$ cat src/hdl/b32e_pkg.sv
// Shared types, constants and the alphabet lookup for the Base32 stream encoder.
package b32e_pkg;

  localparam int SymW = 5;
  localparam int CharW = 7;
  localparam int SlotN = 3;
  localparam logic [CharW-1:0] PadChar = 7'h3D;
  localparam logic [CharW-1:0] UpperBase = 7'h41;
  localparam logic [CharW-1:0] DigitBase = 7'h32;
  localparam logic [SymW-1:0] DigitStart = 5'd26;

  // One request's work for the back end: up to three symbols, then padding.
  typedef struct packed {
    logic [SlotN-1:0][SymW-1:0] sym;
    logic [1:0]                 nsym;
    logic [2:0]                 npad;
    logic                       fin;
  } job_t;

  // Map a 5-bit symbol to its ASCII character (A-Z, then 2-7).
  function automatic logic [CharW-1:0] sym_to_char(input logic [SymW-1:0] v);
    logic [CharW-1:0] ch;
    if (v < DigitStart) begin
      ch = UpperBase + {2'b00, v};
    end else begin
      ch = DigitBase + {2'b00, v - DigitStart};
    end
    return ch;
  endfunction

endpackage

$ cat src/hdl/b32e_front.sv
// Front end: accepts bytes, slices them into 5-bit symbols and plans padding.
module b32e_front (
  input  logic          clk,
  input  logic          rst_n,
  input  logic          accept,
  input  logic [7:0]    data_byte,
  input  logic          is_final,
  output b32e_pkg::job_t job
);
  import b32e_pkg::*;

  logic [3:0]  lo_bits_r, lo_bits_nxt;
  logic [2:0]  lo_cnt_r, lo_cnt_nxt;
  logic [2:0]  mod_r, mod_nxt;

  logic [2:0]  cnt_c;
  logic [3:0]  held;
  logic [11:0] acc;
  logic [11:0] sh0, sh1;
  logic        two;
  logic [2:0]  nrem;
  logic [3:0]  rem_bits;
  logic [SymW:0] tail_w;
  logic [SymW-1:0] tail_sym;
  logic        has_tail;
  logic [1:0]  nsym;
  logic [2:0]  mod_sum;

  // Build the bit window from held-over bits and the new byte
  always_comb begin
    cnt_c    = (lo_cnt_r > 3'd4) ? 3'd4 : lo_cnt_r;
    held     = lo_bits_r & ((4'd1 << cnt_c) - 4'd1);
    acc      = {held, data_byte};
    two      = (cnt_c >= 3'd2);
    sh0      = acc >> ({1'b0, cnt_c} + 4'd3);
    sh1      = two ? (acc >> ({1'b0, cnt_c} - 4'd2)) : 12'd0;
    nrem     = two ? (cnt_c - 3'd2) : (cnt_c + 3'd3);
    rem_bits = acc[3:0] & ((4'd1 << nrem) - 4'd1);
    tail_w   = {2'b00, rem_bits} << (3'd5 - nrem);
    tail_sym = tail_w[SymW-1:0];
    has_tail = is_final && (nrem != 3'd0);
    nsym     = (two ? 2'd2 : 2'd1) + {1'b0, has_tail};
    mod_sum  = mod_r + {1'b0, nsym};
  end

  // Assemble the request for the back end
  always_comb begin
    job.sym[0] = sh0[SymW-1:0];
    job.sym[1] = two ? sh1[SymW-1:0] : tail_sym;
    job.sym[2] = tail_sym;
    job.nsym   = nsym;
    job.npad   = is_final ? (3'd0 - mod_sum) : 3'd0;
    job.fin    = is_final;
  end

  // Advance the stream state, clearing it after a final byte
  always_comb begin
    lo_bits_nxt = lo_bits_r;
    lo_cnt_nxt  = lo_cnt_r;
    mod_nxt     = mod_r;
    if (accept) begin
      if (is_final) begin
        lo_bits_nxt = 4'd0;
        lo_cnt_nxt  = 3'd0;
        mod_nxt     = 3'd0;
      end else begin
        lo_bits_nxt = rem_bits;
        lo_cnt_nxt  = nrem;
        mod_nxt     = mod_sum;
      end
    end
  end

  always_ff @(posedge clk) begin
    if (!rst_n) begin
      lo_bits_r <= 4'd0;
      lo_cnt_r  <= 3'd0;
      mod_r     <= 3'd0;
    end else begin
      lo_bits_r <= lo_bits_nxt;
      lo_cnt_r  <= lo_cnt_nxt;
      mod_r     <= mod_nxt;
    end
  end

endmodule

$ cat src/hdl/b32e_queue.sv
// Two-entry request queue between the front end and the back end.
module b32e_queue (
  input  logic           clk,
  input  logic           rst_n,
  input  logic           wr_en,
  input  b32e_pkg::job_t wr_job,
  output logic           full,
  input  logic           rd_en,
  output logic           rd_valid,
  output b32e_pkg::job_t rd_job
);
  import b32e_pkg::*;

  job_t       slot_r [2];
  logic       wp_r, wp_nxt;
  logic       rp_r, rp_nxt;
  logic [1:0] cnt_r, cnt_nxt;

  assign full     = (cnt_r == 2'd2);
  assign rd_valid = (cnt_r != 2'd0);
  assign rd_job   = slot_r[rp_r];

  // Advance pointers and occupancy
  always_comb begin
    wp_nxt  = wr_en ? ~wp_r : wp_r;
    rp_nxt  = rd_en ? ~rp_r : rp_r;
    cnt_nxt = cnt_r + {1'b0, wr_en} - {1'b0, rd_en};
  end

  always_ff @(posedge clk) begin
    if (!rst_n) begin
      wp_r  <= 1'b0;
      rp_r  <= 1'b0;
      cnt_r <= 2'd0;
    end else begin
      wp_r  <= wp_nxt;
      rp_r  <= rp_nxt;
      cnt_r <= cnt_nxt;
    end
  end

  // Hold the request payload
  always_ff @(posedge clk) begin
    if (wr_en) begin
      slot_r[wp_r] <= wr_job;
    end
  end

endmodule

$ cat src/hdl/b32e_back.sv
// Back end: walks each request one character per cycle into the output register while it is free or popped.
module b32e_back (
  input  logic           clk,
  input  logic           rst_n,
  input  logic           job_valid,
  input  b32e_pkg::job_t job,
  output logic           job_done,
  output logic [6:0]     ascii_char,
  output logic           end_of_text,
  output logic           out_empty,
  input  logic           out_pop
);
  import b32e_pkg::*;

  logic [2:0]       idx_r, idx_nxt;
  logic             ov_r, ov_nxt;
  logic [CharW-1:0] ch_r;
  logic             eot_r;

  logic             load;
  logic [3:0]       total;
  logic             last;
  logic [CharW-1:0] ch_c;

  assign out_empty   = ~ov_r;
  assign ascii_char  = ch_r;
  assign end_of_text = eot_r;

  // Pick the character at the current position of the request
  always_comb begin
    load  = job_valid && (!ov_r || out_pop);
    total = {2'b00, job.nsym} + {1'b0, job.npad};
    last  = ({1'b0, idx_r} == (total - 4'd1));
    if (idx_r < {1'b0, job.nsym}) begin
      ch_c = sym_to_char(job.sym[idx_r[1:0]]);
    end else begin
      ch_c = PadChar;
    end
    job_done = load && last;
  end

  // Advance the position and the output valid flag
  always_comb begin
    idx_nxt = idx_r;
    ov_nxt  = ov_r;
    if (load) begin
      idx_nxt = last ? 3'd0 : (idx_r + 3'd1);
      ov_nxt  = 1'b1;
    end else if (out_pop) begin
      ov_nxt  = 1'b0;
    end
  end

  always_ff @(posedge clk) begin
    if (!rst_n) begin
      idx_r <= 3'd0;
      ov_r  <= 1'b0;
    end else begin
      idx_r <= idx_nxt;
      ov_r  <= ov_nxt;
    end
  end

  // Hold the result payload until popped
  always_ff @(posedge clk) begin
    if (load) begin
      ch_r  <= ch_c;
      eot_r <= last && job.fin;
    end
  end

endmodule

$ cat src/hdl/base32_stream_encoder.sv
// Top level of the streaming Base32 encoder.
//
//  channel | ports                         | handshake
//  --------+-------------------------------+-------------------------------
//  input   | in_data_byte, in_is_final     | accepted on push & !full
//  result  | out_ascii_char, out_end_of_text | accepted on pop & !empty
//
// The front end takes one byte per cycle while the two-entry queue has room.
// The back end emits one character per cycle unless a stalled pop holds the
// output; a byte yields one or two characters and a final byte up to eight,
// so the output character rate sets the byte rate. Reset is synchronous and
// active low; it clears the stream state, the queue and the output register.
// A stalled pop holds the result and backs up the queue, which then raises in_full.
module base32_stream_encoder (
  input  logic       clk,
  input  logic       rst_n,
  input  logic       in_push,
  output logic       in_full,
  input  logic [7:0] in_data_byte,
  input  logic       in_is_final,
  output logic       out_empty,
  input  logic       out_pop,
  output logic [6:0] out_ascii_char,
  output logic       out_end_of_text
);
  import b32e_pkg::*;

  logic accept;
  job_t fr_job;
  job_t hd_job;
  logic hd_valid;
  logic hd_done;

  assign accept = in_push && !in_full;

  b32e_front u_front (
    .clk       (clk),
    .rst_n     (rst_n),
    .accept    (accept),
    .data_byte (in_data_byte),
    .is_final  (in_is_final),
    .job       (fr_job)
  );

  b32e_queue u_queue (
    .clk      (clk),
    .rst_n    (rst_n),
    .wr_en    (accept),
    .wr_job   (fr_job),
    .full     (in_full),
    .rd_en    (hd_done),
    .rd_valid (hd_valid),
    .rd_job   (hd_job)
  );

  b32e_back u_back (
    .clk         (clk),
    .rst_n       (rst_n),
    .job_valid   (hd_valid),
    .job         (hd_job),
    .job_done    (hd_done),
    .ascii_char  (out_ascii_char),
    .end_of_text (out_end_of_text),
    .out_empty   (out_empty),
    .out_pop     (out_pop)
  );

endmodule
$ cat config.mk
export PLATFORM = sky130hd
export DESIGN_NAME = base32_stream_encoder
export DESIGN_NICKNAME = d
export VERILOG_FILES = /design/src/hdl/b32e_pkg.sv /design/src/hdl/b32e_front.sv /design/src/hdl/b32e_queue.sv /design/src/hdl/b32e_back.sv /design/src/hdl/base32_stream_encoder.sv
export SDC_FILE = /design/constraint.sdc
export NUM_CORES = 1
export LEC_CHECK = 0
export BUFFER_PORTS_ARGS = -buffer_cell sky130_fd_sc_hd__buf_2
export CAP_MARGIN = 20
export CORE_ASPECT_RATIO = 1.4
export CORE_MARGIN = 2
export CORE_UTILIZATION = 55
export DETAILED_ROUTE_END_ITERATION = 16
export HOLD_SLACK_MARGIN = 0.06
export MAX_ROUTING_LAYER = met4
export PLACE_DENSITY = 0.76
export SYNTH_ARGS = -nofsm -noshare
export SYNTH_HDL_FRONTEND = slang
export SYNTH_HIERARCHICAL = 1
export SYNTH_SLANG_ARGS = --single-unit
$ cat constraint.sdc
create_clock -name clk -period 3.7 [get_ports clk]
set_input_delay 0.555 -clock clk [delete_from_list [all_inputs] [get_ports clk]]
set_output_delay 0.555 -clock clk [all_outputs]
set_load 0.005 [all_outputs]
==> results_dict.tcl <==
set metrics [dict create \
    finalSetupViolCount 0 \
    swShare 0.335 \
    hold-path-cell-count 2 \
    width_of_the_chip_um 75.1 \
    p_leak_uw 0.00171 \
    detailedRoute.firstPassIterationCount 4 \
    postCtsResizedCells 0 \
    drt_first_iter_violations 106 \
    run_status "finished clean" \
    worstRegToRegCells 15 \
    placed_area_um2 4080 \
    total_switching_power_uw 1030 \
    skew_ns 0.00716 \
    finalCritPeriodShare 0.906 \
    post_layout_nonfiller_instances 454 \
    design.final.nets 387 \
    grt_pass1_wl_um 11600 \
    gr-total-overflow 0 \
    synth-main-ff-cell "edfxtp_1" \
    groute.usage.overall 0.199 \
    h_tree_depth 3 \
    portBuffers 22 \
    worst_slack_ns 0.346 \
    row_count 36 \
    wire_per_inst_um 15.3 \
    worst-r2r-setup-slack_ns 0.35 \
    ioPinCount 23 \
    timing.final.hold_violations 0 \
    clock_path_buffers 2 \
    place_congestion 0.958 \
    irDropWorstVdd_mv 0.246 \
    post_route_cells_drive_above_1_share 0.228 \
    insertedDiodeCount 0 \
    synth.yosys.seq_area_share 0.483 \
    pre_cts_slack_ns 0.360 \
    worst-path-max-fanout 7 \
    first_global_vias 2600 \
    worst-endpoint-arrival_ns 3.63 \
    layout.cell_area.non_filler_um2 4300 \
    nFillCells 549 \
    place.detailed.instances 438 \
    mapped_area_um2 3900 \
    detail-route-antenna-nets 0 \
    rsz_0062_raised_after_global_routing "false" \
    critical_path.n_buffers_inverters 4 \
    clock_power_share 0.210 \
    syn2layout_area_growth_pct 10.4 \
    critical_path_cell_count 15 \
    post-synth-top-area-cell "edfxtp_1" \
    final.min_clock_period_ns 3.35 \
    postRouteWirelength_um 6940 \
    maxcap_violations 0 \
    clock_tree.root_cell "clkbuf_8" \
    cts.hold.buffers_added 0 \
    crit_path_cell_trace "mux2_4 -> inv_1 -> ha_1 -> inv_1 -> ha_1 -> inv_1 -> fa_1 -> xor2_1 -> nor4_1 -> and2_1 -> ha_1 -> inv_1 -> ha_1 -> xnor3_1 -> nor2b_1" \
    yosysWarningCount 6 \
    timing.hold.worst.start "u_front/lo_bits_r[2]" \
    synth_fp_nets 362 \
    synth_edf_count 50 \
    cts_tree "done" \
    coreArea_um2 6890 \
    slew_violations 0 \
    share_seq_of_total_power 0.377 \
    dr_total_vias 2517 \
    cp_top_family "adder cells" \
    p_int_uw 2050 \
    clock_input_transition_at_the_sequential_cells_of_the_worst_setup_and_hold_paths_ns 0.07 \
    cts-buffers-inserted 9 \
    synth_seq_cells 69 \
    grt_start_max_net_pins 27 \
    holdWs_ns 0.494 \
    start_kind "flip-flop" \
    die_area_um2 7780 \
    netlist-cell-type-count 61 \
    worst_reg2reg_path_endpoint "u_queue/cnt_r[1]" \
    max_freq_mhz 298 \
    vias_per_cell 5.54 \
    crit_path_top_delay_cell "dfxtp_1" \
    antenna_found_initial 0 \
    worstSetupPathType "flip-flop to flip-flop" \
    holdPathEnd "u_front/lo_bits_r[2]" \
    max_slew_headroom_at_the_worst_pin 0.384 \
    syn_area_per_cell_um2 11.8 \
    clk_latency_ns 0.34 \
    tightest_slew_ns 0.924 \
    cp_slowest_stage_delay_ns 0.54 \
    hold_class "flip-flop to flip-flop" \
    worstSetupEndpointType "flip-flop" \
    die_height_um 104 \
    worst-endpoint-required_ns 3.98 \
    synthesized_instance_count 329 \
    postSynth.asyncResetShare 0 \
    floorplan.initialDensity 0.565 \
    dp_hpwl_um 5120 \
    tns_ns 0 \
    p_per_area_nw_per_um2 715 \
    power.share.combinational 0.413 \
    remaining_drc_errors 0 \
    cts_sinks 69 \
    netlist.area_leader.share 0.385 \
    cts_setup_buffers 0 \
    synth_area_leaders "edfxtp_1 39%, dfxtp_1 9.8%, mux2_4 7.7%" \
]
layout make-up:
cell class              instances  area (um2)  share of cell area
clock inverters                 5        56.3              0.0131
clock buffers                  11         163              0.0378
inverters                      28         105              0.0244
multi-input cells             215        1800               0.418
well taps                      95         119              0.0276
flip-flops and latches         69        1880               0.437
repair buffers                 31         178              0.0413
sequential cells by signal, indices dropped and copies added (netlist names), named ones only:
name	flops
u_queue/wp_r	1
u_front/lo_bits_r	4
u_front/mod_r	3
u_back/ov_r	1
u_back/ascii_char	7
u_back/end_of_text	1
u_front/lo_cnt_r	3
u_queue/slot_r	42
u_queue/cnt_r	2
u_back/idx_r	3
u_queue/rp_r	1
power groups by stage:
stage | Sequential [uW] | Clock [uW] | Combinational [uW]
after floorplan | 1160 | 0 | 1010
after CTS | 1160 | 662 | 1280
after detailed placement | 1180 | 0 | 1260
after global placement | 1170 | 0 | 1220
after global routing | 1180 | 692 | 1420
final | 1160 | 647 | 1270
synthesized netlist by cell type, types with 2 or more instances:
cell,count
o21ai_2,2
xor2_1,6
a21o_1,3
nor2b_1,9
nor3_1,2
xnor2_1,7
buf_6,5
a211o_1,2
nor2_1,15
ha_1,18
mux2_2,3
nor2b_4,2
dfxtp_1,19
mux2i_1,10
a21oi_1,10
o22ai_1,5
fa_1,2
o211ai_1,3
buf_2,3
o21a_1,3
o2bb2ai_1,2
nand2_1,23
mux2_4,20
nand3b_1,2
a22oi_1,3
and2_1,12
o2bb2ai_4,2
buf_1,2
o21ai_0,10
nand2b_1,8
o31ai_1,2
edfxtp_1,50
inv_1,26
nand3_1,3
a31oi_1,2
clkbuf_1,6
a21boi_0,3
per-layer routing:
metal  vias up  routed length [um]  GRT usage
li1       1230                   -          -
met1      1200                2720      0.218
met2        64                3740      0.329
met3        23                 258     0.0418
met4         0                 220      0.107
met5         -                   0          -
cells in the final DEF (no fill, tap or decap), drive strengths merged, types with 4 or more instances in the layout:
| cell | instances |
|---|---|
| a21boi | 4 |
| a21oi | 11 |
| and2 | 12 |
| buf | 31 |
| clkbuf | 11 |
| clkinv | 4 |
| dfxtp | 19 |
| edfxtp | 50 |
| ha | 18 |
| inv | 27 |
| mux2 | 24 |
| mux2i | 10 |
| nand2 | 23 |
| nand2b | 8 |
| nor2 | 15 |
| nor2b | 11 |
| o21ai | 13 |
| o22ai | 5 |
| o2bb2ai | 4 |
| xnor2 | 7 |
| xor2 | 6 |
worst min-delay path, stage by stage, from the launching register on:
cell and delay [ns]:
dfxtp_1 0.33, nand2_1 0.08, a21boi_2 0.04
metrics by stage:
step                power, uW  utilization
finish                   3080        0.624
global route             3290        0.624
CTS                      3110        0.624
detailed placement       2440        0.593
global placement         2390        0.593
floorplan                2170            -
worst max-delay path by stage:
stage / startpoint / slack [ns] / to
after global routing: flip-flop / 0.08 / u_queue/cnt_r[1]
after floorplan: u_front/lo_cnt_r[0] / 0.13 / u_queue/slot_r[0][3]
after global placement: u_front/lo_cnt_r[0] / 0.48 / u_queue/slot_r[0][3]
after CTS: flip-flop / 0.32 / u_queue/cnt_r[1]
after detailed placement: flip-flop / 0.36 / u_queue/cnt_r[1]
final: flip-flop / 0.35 / u_queue/cnt_r[1]
kinds of logic (layout without fill, tap and decap cells):
logic type	Yosys count	count (layout)	synth area share
multiplexers	35	35	0.120
XOR/XNOR	14	14	0.0350
buffers and inverters	45	75	0.0549
adder cells (fa/ha/maj)	20	20	0.0681
AND/OR/NAND/NOR	82	82	0.113
flip-flops	69	69	0.483
AO/OA/AOI/OAI	64	64	0.126
(Power assumes the default switching activity.)
